`src/rtl/bracket_balance_stack_top_defines.svh`:
```
// ----------------------------------------------------------------------------
// Bracket balance stack - assertion macros
// Shared assertion forms for the bracket balance stack; clocked on clk,
// disabled while arst_n is low.
// ----------------------------------------------------------------------------
`ifndef BRACKET_BALANCE_STACK_TOP_DEFINES_SVH
`define BRACKET_BALANCE_STACK_TOP_DEFINES_SVH

// Same-cycle implication
`define BBS_ASSERT_NOW(lbl, ante, cons, msg) \
	lbl: assert property (@(posedge clk) disable iff (!arst_n) (ante) |-> (cons)) \
		else $error(msg);

// Next-cycle implication
`define BBS_ASSERT_NEXT(lbl, ante, cons, msg) \
	lbl: assert property (@(posedge clk) disable iff (!arst_n) (ante) |=> (cons)) \
		else $error(msg);

`endif

```
`src/rtl/bbs_pkg.sv`:
```
// ----------------------------------------------------------------------------
// Bracket balance stack - package
// Commands, bracket characters, walker control types and the opener lookup.
// ----------------------------------------------------------------------------
package bbs_pkg;

	// Default stack depth
	localparam int BBS_DEPTH = 256;

	// Command codes
	localparam logic [1:0] CMD_PUSH  = 2'd0;
	localparam logic [1:0] CMD_POP   = 2'd1;
	localparam logic [1:0] CMD_TOP   = 2'd2;
	localparam logic [1:0] CMD_CHECK = 2'd3;

	// Bracket characters
	localparam logic [7:0] CH_LPAREN = 8'h28;
	localparam logic [7:0] CH_RPAREN = 8'h29;
	localparam logic [7:0] CH_LBRACE = 8'h7B;
	localparam logic [7:0] CH_RBRACE = 8'h7D;
	localparam logic [7:0] CH_LBRACK = 8'h5B;
	localparam logic [7:0] CH_RBRACK = 8'h5D;
	localparam logic [7:0] CH_NONE   = 8'h00;

	// Control from the sequencer to the match walker
	typedef struct packed {
		logic clear;
		logic step;
	} bbs_walk_ctl_t;

	// Status from the match walker
	typedef struct packed {
		logic reload;
		logic empty;
	} bbs_walk_sts_t;

	// Opener paired with a closing bracket, CH_NONE for any other byte
	function automatic logic [7:0] opener_of(input logic [7:0] b);
		logic [7:0] op;
		op = CH_NONE;
		case (b)
			CH_RPAREN: op = CH_LPAREN;
			CH_RBRACE: op = CH_LBRACE;
			CH_RBRACK: op = CH_LBRACK;
			default:   op = CH_NONE;
		endcase
		return op;
	endfunction

endpackage

```
`src/rtl/bracket_balance_stack_top.sv`:
```
// ----------------------------------------------------------------------------
// Bracket balance stack - top level
// Byte stack with push, pop, read top and a bracket balance check.
//
//   Channel | Handshake            | Beat contents
//   --------+----------------------+---------------------------------------
//   in      | in_valid / in_ready  | command, char_in
//   out     | out_valid / out_ready| top_char, top_valid, balanced, overflow
//
// Push and read top go from accept to the final state; pop passes a load
// state first when the new top must be fetched from the byte memory.
// A check reads each stored byte in turn: each byte costs one read of the
// single read port of the byte memory and one step of the match walker.
// in_ready is high only while the sequencer is idle; a result waiting on
// out_ready holds the sequencer in its final state.
// Reset clears the sequencer state, counts and flags; the memories need no clearing pass.
// ----------------------------------------------------------------------------
`include "bracket_balance_stack_top_defines.svh"

module bracket_balance_stack_top
	import bbs_pkg::*;
#(
	parameter int DEPTH = BBS_DEPTH
) (
	input  logic       clk,
	input  logic       arst_n,
	input  logic       in_valid,
	output logic       in_ready,
	input  logic [1:0] command,
	input  logic [7:0] char_in,
	output logic       out_valid,
	input  logic       out_ready,
	output logic [7:0] top_char,
	output logic       top_valid,
	output logic       balanced,
	output logic       overflow
);

	localparam int AW = $clog2(DEPTH);
	localparam int CW = $clog2(DEPTH + 1);

	// Sequencer states
	localparam logic [2:0] ST_IDLE     = 3'd0;
	localparam logic [2:0] ST_POP_LD   = 3'd1;
	localparam logic [2:0] ST_CHK_RD   = 3'd2;
	localparam logic [2:0] ST_CHK_EVAL = 3'd3;
	localparam logic [2:0] ST_CHK_END  = 3'd4;
	localparam logic [2:0] ST_FIN      = 3'd5;

	logic [2:0]    state_q;
	logic [7:0]    mem [DEPTH];
	logic [7:0]    rd_q;
	logic [7:0]    top_q;
	logic [CW-1:0] cnt_q;
	logic [CW-1:0] idx_q;
	logic          bal_q;
	logic          ovf_q;
	logic          out_valid_q;
	logic [7:0]    out_top_q;
	logic          out_tv_q;
	logic          out_bal_q;
	logic          out_ovf_q;

	logic          in_beat;
	logic          out_free;
	logic          do_push;
	logic          pop_fetch;
	logic          mem_re;
	logic [CW-1:0] pop_addr;
	logic [AW-1:0] rd_addr;
	bbs_walk_ctl_t walk_ctl;
	bbs_walk_sts_t walk_sts;

	assign in_ready = (state_q == ST_IDLE);
	assign in_beat  = in_valid && in_ready;
	assign out_free = !out_valid_q || out_ready;

	// Decode the accepted beat
	assign do_push   = in_beat && (command == CMD_PUSH) && (cnt_q < CW'(DEPTH));
	assign pop_fetch = in_beat && (command == CMD_POP) && (cnt_q >= CW'(2));
	assign pop_addr  = cnt_q - CW'(2);
	assign mem_re    = pop_fetch || (state_q == ST_CHK_RD);
	assign rd_addr   = (state_q == ST_CHK_RD) ? idx_q[AW-1:0] : pop_addr[AW-1:0];

	// Byte memory: one write and one registered read port
	always_ff @(posedge clk) begin
		if (do_push) begin
			mem[cnt_q[AW-1:0]] <= char_in;
		end
		if (mem_re) begin
			rd_q <= mem[rd_addr];
		end
	end

	// Hold the top byte: take pushed bytes, reload after a pop
	always_ff @(posedge clk) begin
		if (do_push) begin
			top_q <= char_in;
		end else if (state_q == ST_POP_LD) begin
			top_q <= rd_q;
		end
	end

	// Drive the match walker
	assign walk_ctl.clear = in_beat && (command == CMD_CHECK);
	assign walk_ctl.step  = (state_q == ST_CHK_EVAL);

	bbs_match_walker #(
		.DEPTH (DEPTH)
	) u_walker (
		.clk    (clk),
		.arst_n (arst_n),
		.ctl    (walk_ctl),
		.data   (rd_q),
		.sts    (walk_sts)
	);

	// Sequencer and counts
	always_ff @(posedge clk or negedge arst_n) begin
		if (!arst_n) begin
			state_q <= ST_IDLE;
			cnt_q   <= '0;
			idx_q   <= '0;
			bal_q   <= 1'b0;
			ovf_q   <= 1'b0;
		end else begin
			case (state_q)
				ST_IDLE: begin
					if (in_beat) begin
						bal_q <= 1'b0;
						ovf_q <= 1'b0;
						idx_q <= '0;
						state_q <= ST_FIN;
						case (command)
							CMD_PUSH: begin
								if (cnt_q < CW'(DEPTH)) begin
									cnt_q <= cnt_q + CW'(1);
								end else begin
									ovf_q <= 1'b1;
								end
							end
							CMD_POP: begin
								if (cnt_q != '0) begin
									cnt_q <= cnt_q - CW'(1);
								end
								if (cnt_q >= CW'(2)) begin
									state_q <= ST_POP_LD;
								end
							end
							CMD_CHECK: begin
								if (cnt_q == '0) begin
									bal_q <= 1'b1;
								end else begin
									state_q <= ST_CHK_RD;
								end
							end
							default: begin
								state_q <= ST_FIN;
							end
						endcase
					end
				end
				ST_POP_LD: begin
					state_q <= ST_FIN;
				end
				ST_CHK_RD: begin
					state_q <= ST_CHK_EVAL;
				end
				ST_CHK_EVAL: begin
					idx_q <= idx_q + CW'(1);
					if ((idx_q + CW'(1)) == cnt_q) begin
						state_q <= ST_CHK_END;
					end else begin
						state_q <= ST_CHK_RD;
					end
				end
				ST_CHK_END: begin
					bal_q   <= walk_sts.empty;
					state_q <= ST_FIN;
				end
				ST_FIN: begin
					if (out_free) begin
						state_q <= ST_IDLE;
					end
				end
				default: begin
					state_q <= ST_IDLE;
				end
			endcase
		end
	end

	// Output valid: set on a result, drop when the beat is taken
	always_ff @(posedge clk or negedge arst_n) begin
		if (!arst_n) begin
			out_valid_q <= 1'b0;
		end else if ((state_q == ST_FIN) && out_free) begin
			out_valid_q <= 1'b1;
		end else if (out_ready) begin
			out_valid_q <= 1'b0;
		end
	end

	// Output payload register
	always_ff @(posedge clk) begin
		if ((state_q == ST_FIN) && out_free) begin
			out_top_q <= (cnt_q != '0) ? top_q : 8'h00;
			out_tv_q  <= (cnt_q != '0);
			out_bal_q <= bal_q;
			out_ovf_q <= ovf_q;
		end
	end

	assign out_valid = out_valid_q;
	assign top_char  = out_top_q;
	assign top_valid = out_tv_q;
	assign balanced  = out_bal_q;
	assign overflow  = out_ovf_q;

	// Checks
	`BBS_ASSERT_NOW(a_cnt_bound, 1'b1, cnt_q <= CW'(DEPTH), "stack count beyond depth")
	`BBS_ASSERT_NOW(a_step_no_reload, walk_ctl.step, !walk_sts.reload, "walker stepped during reload")
	`BBS_ASSERT_NEXT(a_fin_hold, (state_q == ST_FIN) && out_valid_q && !out_ready, state_q == ST_FIN, "result dropped while output busy")
	`BBS_ASSERT_NEXT(a_empty_check, in_beat && (command == CMD_CHECK) && (cnt_q == '0), (state_q == ST_FIN) && bal_q, "empty check not balanced")

endmodule

```
`src/rtl/bbs_match_walker.sv`:
```
// ----------------------------------------------------------------------------
// Bracket balance stack - match walker
// Matching stack with its compare unit: takes one byte per step, pops a
// matching opener or pushes the byte. A pop reloads the cached top from
// memory in the following cycle.
// ----------------------------------------------------------------------------
module bbs_match_walker
	import bbs_pkg::*;
#(
	parameter int DEPTH = BBS_DEPTH
) (
	input  logic          clk,
	input  logic          arst_n,
	input  bbs_walk_ctl_t ctl,
	input  logic [7:0]    data,
	output bbs_walk_sts_t sts
);

	localparam int AW = $clog2(DEPTH);
	localparam int CW = $clog2(DEPTH + 1);

	logic [7:0]    mem [DEPTH];
	logic [7:0]    rd_q;
	logic [7:0]    mtop_q;
	logic [CW-1:0] mc_q;
	logic          reload_q;
	logic [7:0]    op;
	logic          pop_hit;
	logic          push_hit;
	logic [CW-1:0] below_top;

	// Compare the byte against the cached top of the matching stack
	assign op        = opener_of(data);
	assign pop_hit   = ctl.step && (op != CH_NONE) && (mc_q != '0) && (mtop_q == op);
	assign push_hit  = ctl.step && !pop_hit && (mc_q < CW'(DEPTH));
	assign below_top = mc_q - CW'(2);

	// Advance the match count
	always_ff @(posedge clk or negedge arst_n) begin
		if (!arst_n) begin
			mc_q     <= '0;
			reload_q <= 1'b0;
		end else begin
			reload_q <= pop_hit;
			if (ctl.clear) begin
				mc_q <= '0;
			end else if (pop_hit) begin
				mc_q <= mc_q - CW'(1);
			end else if (push_hit) begin
				mc_q <= mc_q + CW'(1);
			end
		end
	end

	// Store pushed bytes; fetch the entry below the top on a pop
	always_ff @(posedge clk) begin
		if (push_hit) begin
			mem[mc_q[AW-1:0]] <= data;
		end
		if (pop_hit && (mc_q >= CW'(2))) begin
			rd_q <= mem[below_top[AW-1:0]];
		end
	end

	// Hold the cached top
	always_ff @(posedge clk) begin
		if (push_hit) begin
			mtop_q <= data;
		end else if (reload_q) begin
			mtop_q <= rd_q;
		end
	end

	assign sts.reload = reload_q;
	assign sts.empty  = (mc_q == '0);

endmodule

```
`config.mk`:
```
export PLATFORM = sky130hd
export DESIGN_NAME = bracket_balance_stack_top
export DESIGN_NICKNAME = d
export VERILOG_FILES = /design/src/rtl/bbs_pkg.sv /design/src/rtl/bracket_balance_stack_top.sv /design/src/rtl/bbs_match_walker.sv
export VERILOG_INCLUDE_DIRS = /design/src /design/src/rtl
export SDC_FILE = /design/constraint.sdc
export NUM_CORES = 2
export LEC_CHECK = 0
export BUFFER_PORTS_ARGS = -buffer_cell sky130_fd_sc_hd__buf_2
export CAP_MARGIN = 20
export CORE_ASPECT_RATIO = 2
export CORE_UTILIZATION = 30
export DETAILED_ROUTE_END_ITERATION = 10
export GPL_TIMING_DRIVEN = 0
export SETUP_SLACK_MARGIN = 0.02
export SYNTH_ARGS = -nofsm -noshare
export SYNTH_HDL_FRONTEND = slang
export SYNTH_SLANG_ARGS = --single-unit
```
`constraint.sdc`:
```
create_clock -name clk -period 11.9 [get_ports clk]
set_input_delay 0 -clock clk [delete_from_list [all_inputs] [get_ports clk]]
set_output_delay 0 -clock clk [all_outputs]
set_load 0.02 [all_outputs]
```
---- Word-level counts from Yosys, hierarchy flattened ----
Memories as Yosys holds them, arrays and structs flattened. A register that Yosys moved wholly into a read port is not among the register bits.
Cells that the tools add are included.
cells by class
  equality and inequality tests ........... 16
  add/subtract/negate cells ............... 7
  magnitude comparators ................... 4
  mux-type cells .......................... 33
  reduce and logical (&&, ||, !) cells .... 37
operators with widths
  kind                 number
  $mux 9               6
  $mux 8               5
  $pmux 9 s2           2
  $add 9x1->9 const B  3
  $pmux 7 s3           1
  $ge 9x2->1 const B   2
  $logic_not 9->1      2
  $lt 9x9->1 const B   2
  $reduce_bool 9->1    2
  $sub 9x1->9 const B  2
  $eq 8x7->1 const B   2
  $sub 8x2->8 const B  2
  $mux 3               5
  $pmux 3 s5           1
  $logic_and 1x1->1    13
  $reduce_bool 2->1    6
  $mux 1               11
  $eq 9x9->1           1
  $eq 8x6->1 const B   1
  $eq 8x7->1           1
  $reduce_and 2->1     4
  $reduce_bool 8->1    1
  $eq 3x2->1 const B   2
  $eq 3x3->1 const B   2
  14 further kinds     18
word-level totals
  bits in registers ....................... 61
  logic and storage cells ................. 113
  memory bits (writable) .................. 4096
  input port bits ......................... 14
  output and inout bits ................... 13
  memories ................................ 2
memories
  memory        depth  bits a word  read ports  clocked after Yosys merged registers in  write ports  line                             RTL
  mem           256    8            1           1                                        1            bracket_balance_stack_top.sv:51  logic [7:0] mem [DEPTH];
  u_walker.mem  256    8            1           1                                        1            bbs_match_walker.sv:22           logic [7:0] mem [DEPTH];

---- Depth between registers and ports, before layout ----
  depth in word-level cells ............... 12
  mapped depth ............................ 16

---- Cells and area by module ----
Synthesis repeated with hierarchy kept, for this count alone.
unflattened totals
  cells, all modules ...................... 10115
  area total of the unflattened synthesis .. 164904.4 µm²
by module, submodules not included
  module                     cells an instance  times used  sequential area each (µm²)  area an instance (µm²)
  bracket_balance_stack_top  6453               1           62910.3                     83996.8
  bbs_match_walker           3662               1           62229.7                     80907.6

---- Worst setup path after synthesis ----
Ideal clock, no wire load.
  kind .................................... register -> register
  start ................................... reg rd_q[5], read port of mem
  end ..................................... reg u_walker.mc_q[8]
  path slack .............................. 5647 ps
  setup time .............................. 83 ps
  stages on the path, launching flop included .. 15
  buffers on the path ..................... 0
  arrival ................................. 6170 ps
  required time ........................... 11817 ps
  path through ............................ edfxtp_1 -> nor4b_1 -> a21oi_1 -> or3_1 -> inv_1 -> ha_1 -> a21o_1 -> a21oi_1 -> o21bai_1 -> a21oi_1 -> nor2b_1 -> o21a_1 -> nor2_1 -> mux2_2 -> o21ai_0
between the ends
  cells in the longest elaborated chain, start to end .. 10
ends and longest elaborated chain
  what                                             line                             RTL
  start, declared                                  bracket_balance_stack_top.sv:52  logic [7:0] rd_q;
  $eq 8x7->1 / $eq 8x6->1 (equally long branches)  bbs_pkg.sv:41                    case (b)
  $pmux 7 s3 (*)                                   bbs_pkg.sv:41
  $reduce_bool 8->1                                bbs_match_walker.sv:34           assign pop_hit = ctl.step && (op != CH_NONE) && (mc_q != '0) && (mtop_q == op);
  $logic_and 1x1->1 (2 in a row)                   bbs_match_walker.sv:34
  $logic_and 1x1->1 (*)                            bbs_match_walker.sv:34
  named net u_walker.pop_hit                       bbs_match_walker.sv:28           logic pop_hit;
  $logic_not 1->1                                  bbs_match_walker.sv:35           assign push_hit = ctl.step && !pop_hit && (mc_q < CW'(DEPTH));
  $logic_and 1x1->1 (2 in a row)                   bbs_match_walker.sv:35
  $reduce_bool 3->1 (no line)                      -
  end signal, assigned                             bbs_match_walker.sv:48           mc_q <= mc_q - CW'(1);
  end signal, assigned                             bbs_match_walker.sv:50           mc_q <= mc_q + CW'(1);
  end, declared                                    bbs_match_walker.sv:25           logic [CW-1:0] mc_q;
The timed path passes the listed nets; every way through them passes the cells marked *.
A chain may end at the register's enable or synchronous reset.

---- Worst setup path in the final report ----
  start ................................... reg u_walker.mc_q[1]
  end ..................................... reg u_walker.rd_q[4], read port of u_walker.mem (data pin)
between the ends
  cells in the longest elaborated chain, start to end .. 4
ends and longest elaborated chain
  what                                                line                    RTL
  branches (longest 4 deep; another with $ge 9x2->1)  -
  end, declared                                       bbs_match_walker.sv:23  logic [7:0] rd_q;
Several ways; the timed one is not identified.

==> flow_summary_export.csv <==
group,metric,value,unit
die,dieArea,550000,um^2
sta,hold_viol,0,
grt,grt_pass1_vias,97500,
critical_path,worstPathCellList,"clkbuf_1, clkbuf_1, buf_2, buf_2, inv_1, ha_1, xor2_1, buf_2, buf_2, buf_2, mux4_2, mux2i_1, a21oi_1, a21oi_1, o21ai_0",
cells_and_area,drive_gt1_share,17.7,%
die,start_util,30.2,%
critical_path,crit_start,"u_walker.mc_q[1]",
grt,grt_usage,24.8,%
sta,fmax,0.131,GHz
synth,syn-instance-count,9767,
die,num_rows,383,
power_and_ir_drop,p_leak,61.5,nW
synth,yosys_most_used_dff,"edfxtp_1",
die,die_w,525,um
cells_and_area,area_delta_synth_final,17.1,%
synth,synth_area_per_cell,16.8,um^2
sta,period_minus_slack,7640,ps
critical_path,crit_path_end,"u_walker.rd_q[4]",
synth,synth.area.top_cells,"edfxtp_1, mux4_2, nand2_1",
critical_path,start_kind,"flip-flop",
critical_path,rr_worst_depth,15,
placed_design,routabilityCongestion,1.02,
placed_design,portBuffers,26,
synth,synth-seq-cells,4173,
clock_network,cts_root_buffer,"clkbuf_16",
placed_design,preCtsSetupSlack,4240,ps
sta,setup_viol,0,
sta,worst_slew_pin_slew,1340,ps
die,io_pins,27,
clock_network,cts_sinks,4173,
sta,finalCritPeriodShare,64.2,%
clock_network,clockBufferDepth,4,
critical_path,cp-end-kind,"flip-flop",
synth,yosysTopAreaCell,"edfxtp_1",
critical_path,crit_cells,15,
critical_path,r2r-end,"u_walker.rd_q[4]",
status,status,"completed",
die,design.core.area,544000,um^2
route,antenna_left,0,
synth,yosys-top-cells-count,"edfxtp_1, nand2_1, nand3_1, mux4_2, nor2_1",
sta,rsz0062_at_grt,"false",
critical_path,crit_family,"buffers and inverters",
synth,synth-edff-count,4139,
synth,synth_top_cell_area_share,75.8,%
grt,grt_pass1_wl,899000,um
grt,overflow,0,
power_and_ir_drop,powerDensity,273,nW/um^2
critical_path,crit_arrival,8350,ps
sta,worst_slack,4260,ps
route,dr.pass1.iters,6,
synth,yosysWarnings,0,
critical_path,cp.required,12610,ps
synth,ys_seq_area_share,76.3,%
critical_path,r2r_slack,4260,ps
critical_path,timing.rr.start,"u_walker.mc_q[1]",
sta,fin_skew,92.9,ps
cells_and_area,final_nets,10500,
sta,setup_tns,0,ps
critical_path,slowest_delay,920,ps
critical_path,slowest_stage,"clkbuf_1",
placed_design,hpwl,519000,um
critical_path,cp_max_fo,11,
cells_and_area,final_util,35.3,%
critical_path,path_buf_inv,8,
route,post_drt_wl_per_cell,38.4,um
synth,yosysUniqueCellTypes,69,
clock_network,post_cts_resized,0,
cells_and_area,fillers,50900,
sta,slew_headroom,10.4,%
flow_run,cap_violations,0,
synth,synth_most_common_cell,"edfxtp_1",
critical_path,crit_type,"reg -> reg",
route,via_count,97100,
power_and_ir_drop,ir_drop,0.185,mV
clock_network,numCtsBuffers,377,
route,viasPerCell,5.39,
route,first_iter_violations,10600,
clock_network,holdBufCountCts,22,
clock_network,cts_tree,"done",
clock_network,clk-insertion-delay-late,1000,ps
clock_network,cts_max_level,5,
clock_network,cts_setup_buffers,0,
route,routed_wl,691000,um
clock_network,clkTransAtPathRegs,70,ps
grt,grt_max_degree,141,
synth,async_reset_ff_share,0.815,%
synth,syn-num-nets,9801,
route,remaining_drc_errors,0,
sta,finalMaxSlewViolations,0,
die,die_h,1050,um
critical_path,crit_path_frequent_cell,"buf_2",
grt,antenna_found_initial,74,
hold_path,hold_path.class,"in -> reg",
synth,syn_area,164000,um^2
## metal layers
layer	global-route usage (%)	part of all wire, %	up-vias
met1	21.2	28	50200
met4	26.2	13	26
met2	46.1	54	5115
li1	-	-	39600
met5	0	0.026	-
met3	4.64	6.0	2156
## worst register-to-register path: stages (launching register included)
cell and delay (ps):
dfrtp_1 400, clkbuf_1 700, clkbuf_1 930, buf_2 640, buf_2 440, inv_1 190
ha_1 260, xor2_1 150, buf_2 580, buf_2 600, buf_2 530, mux4_2 690
mux2i_1 610, a21oi_1 310, a21oi_1 200, o21ai_0 110
## how the worst min path moves through the flow
stage	start	end	slack, ps	depth (start not counted)
after global routing	char_in[7]	mem[131][7]	50	2
final	char_in[7]	mem[131][7]	40	2
after global placement	arst_n	u_walker.mc_q[5]	320	1
after CTS	char_in[7]	mem[196][7]	20	2
after floorplan	arst_n	bal_q	-300	0
after detailed placement	arst_n	u_walker.mc_q[5]	-40	1
## cells by family after synthesis
kind of cell | count (synthesis) | share of synthesized area [%]
compound gates | 831 | 3.28
xor+xnor | 39 | 0.208
fa+ha+maj | 20 | 0.162
buf+inv | 638 | 1.69
flops | 4173 | 76.3
mux | 827 | 9.95
simple gates | 3239 | 8.39
## cells in the final DEF (no fill, tap or decap), drive strengths merged, types with 133 or more instances in the layout
cell type  synthesis  layout
nand2           1732    1732
nand4            133     133
buf              355     690
edfxtp          4139    4139
mux2i            159     159
clkbuf           264     730
clkinv             0     139
nor2             551     551
mux4             640     640
a21oi            308     308
nand3            671     671
## through the flow
step,total power [mW],hold slack (ps),area (um^2),std cells
2_1_floorplan,26.2,-296,164000,9767
3_3_place_gp,38.1,317,173000,16900
3_5_place_dp,38.9,-36.4,179000,17200
4_1_cts,51.5,24.0,192000,17900
5_1_grt,52.6,49.8,192000,18000
6_report,52.4,40.9,192000,18000
## report_power, final
part           total [mW]  internal (mW)  switching [mW]
Clock                12.8           7.13            5.66
Sequential           16.4           16.4          0.0825
Combinational        23.1           6.11            17.0
Total                52.4           29.6            22.8
## registers in the layout, summed over array words and instances (netlist names)
| register | flops |
|---|---|
| top_valid | 1 |
| top_q | 8 |
| balanced | 1 |
| mem | 2048 |
| bal_q | 1 |
| rd_q | 8 |
| u_walker.mem | 2048 |
| state_q | 3 |
| idx_q | 9 |
| u_walker.rd_q | 8 |
| u_walker.reload_q | 1 |
| ovf_q | 1 |
| overflow | 1 |
| top_char | 8 |
| u_walker.mtop_q | 8 |
| out_valid | 1 |
| cnt_q | 9 |
| u_walker.mc_q | 9 |
## cell type report
| type | instances | area, um^2 | area share, % |
|---|---|---|---|
| Sequential cell | 4173 | 125000 | 65.1 |
| Multi-Input combinational cell | 4956 | 36300 | 18.9 |
| Clock buffer | 466 | 9940 | 5.17 |
| Tap cell | 7122 | 8910 | 4.64 |
| Timing Repair Buffer | 357 | 6140 | 3.20 |
| Buffer | 619 | 2770 | 1.44 |
| Clock inverter | 216 | 2640 | 1.37 |
| Antenna cell | 81 | 203 | 0.106 |
| Inverter | 19 | 71.3 | 0.0371 |
No activity file was read; power rests on OpenSTA's default activity.
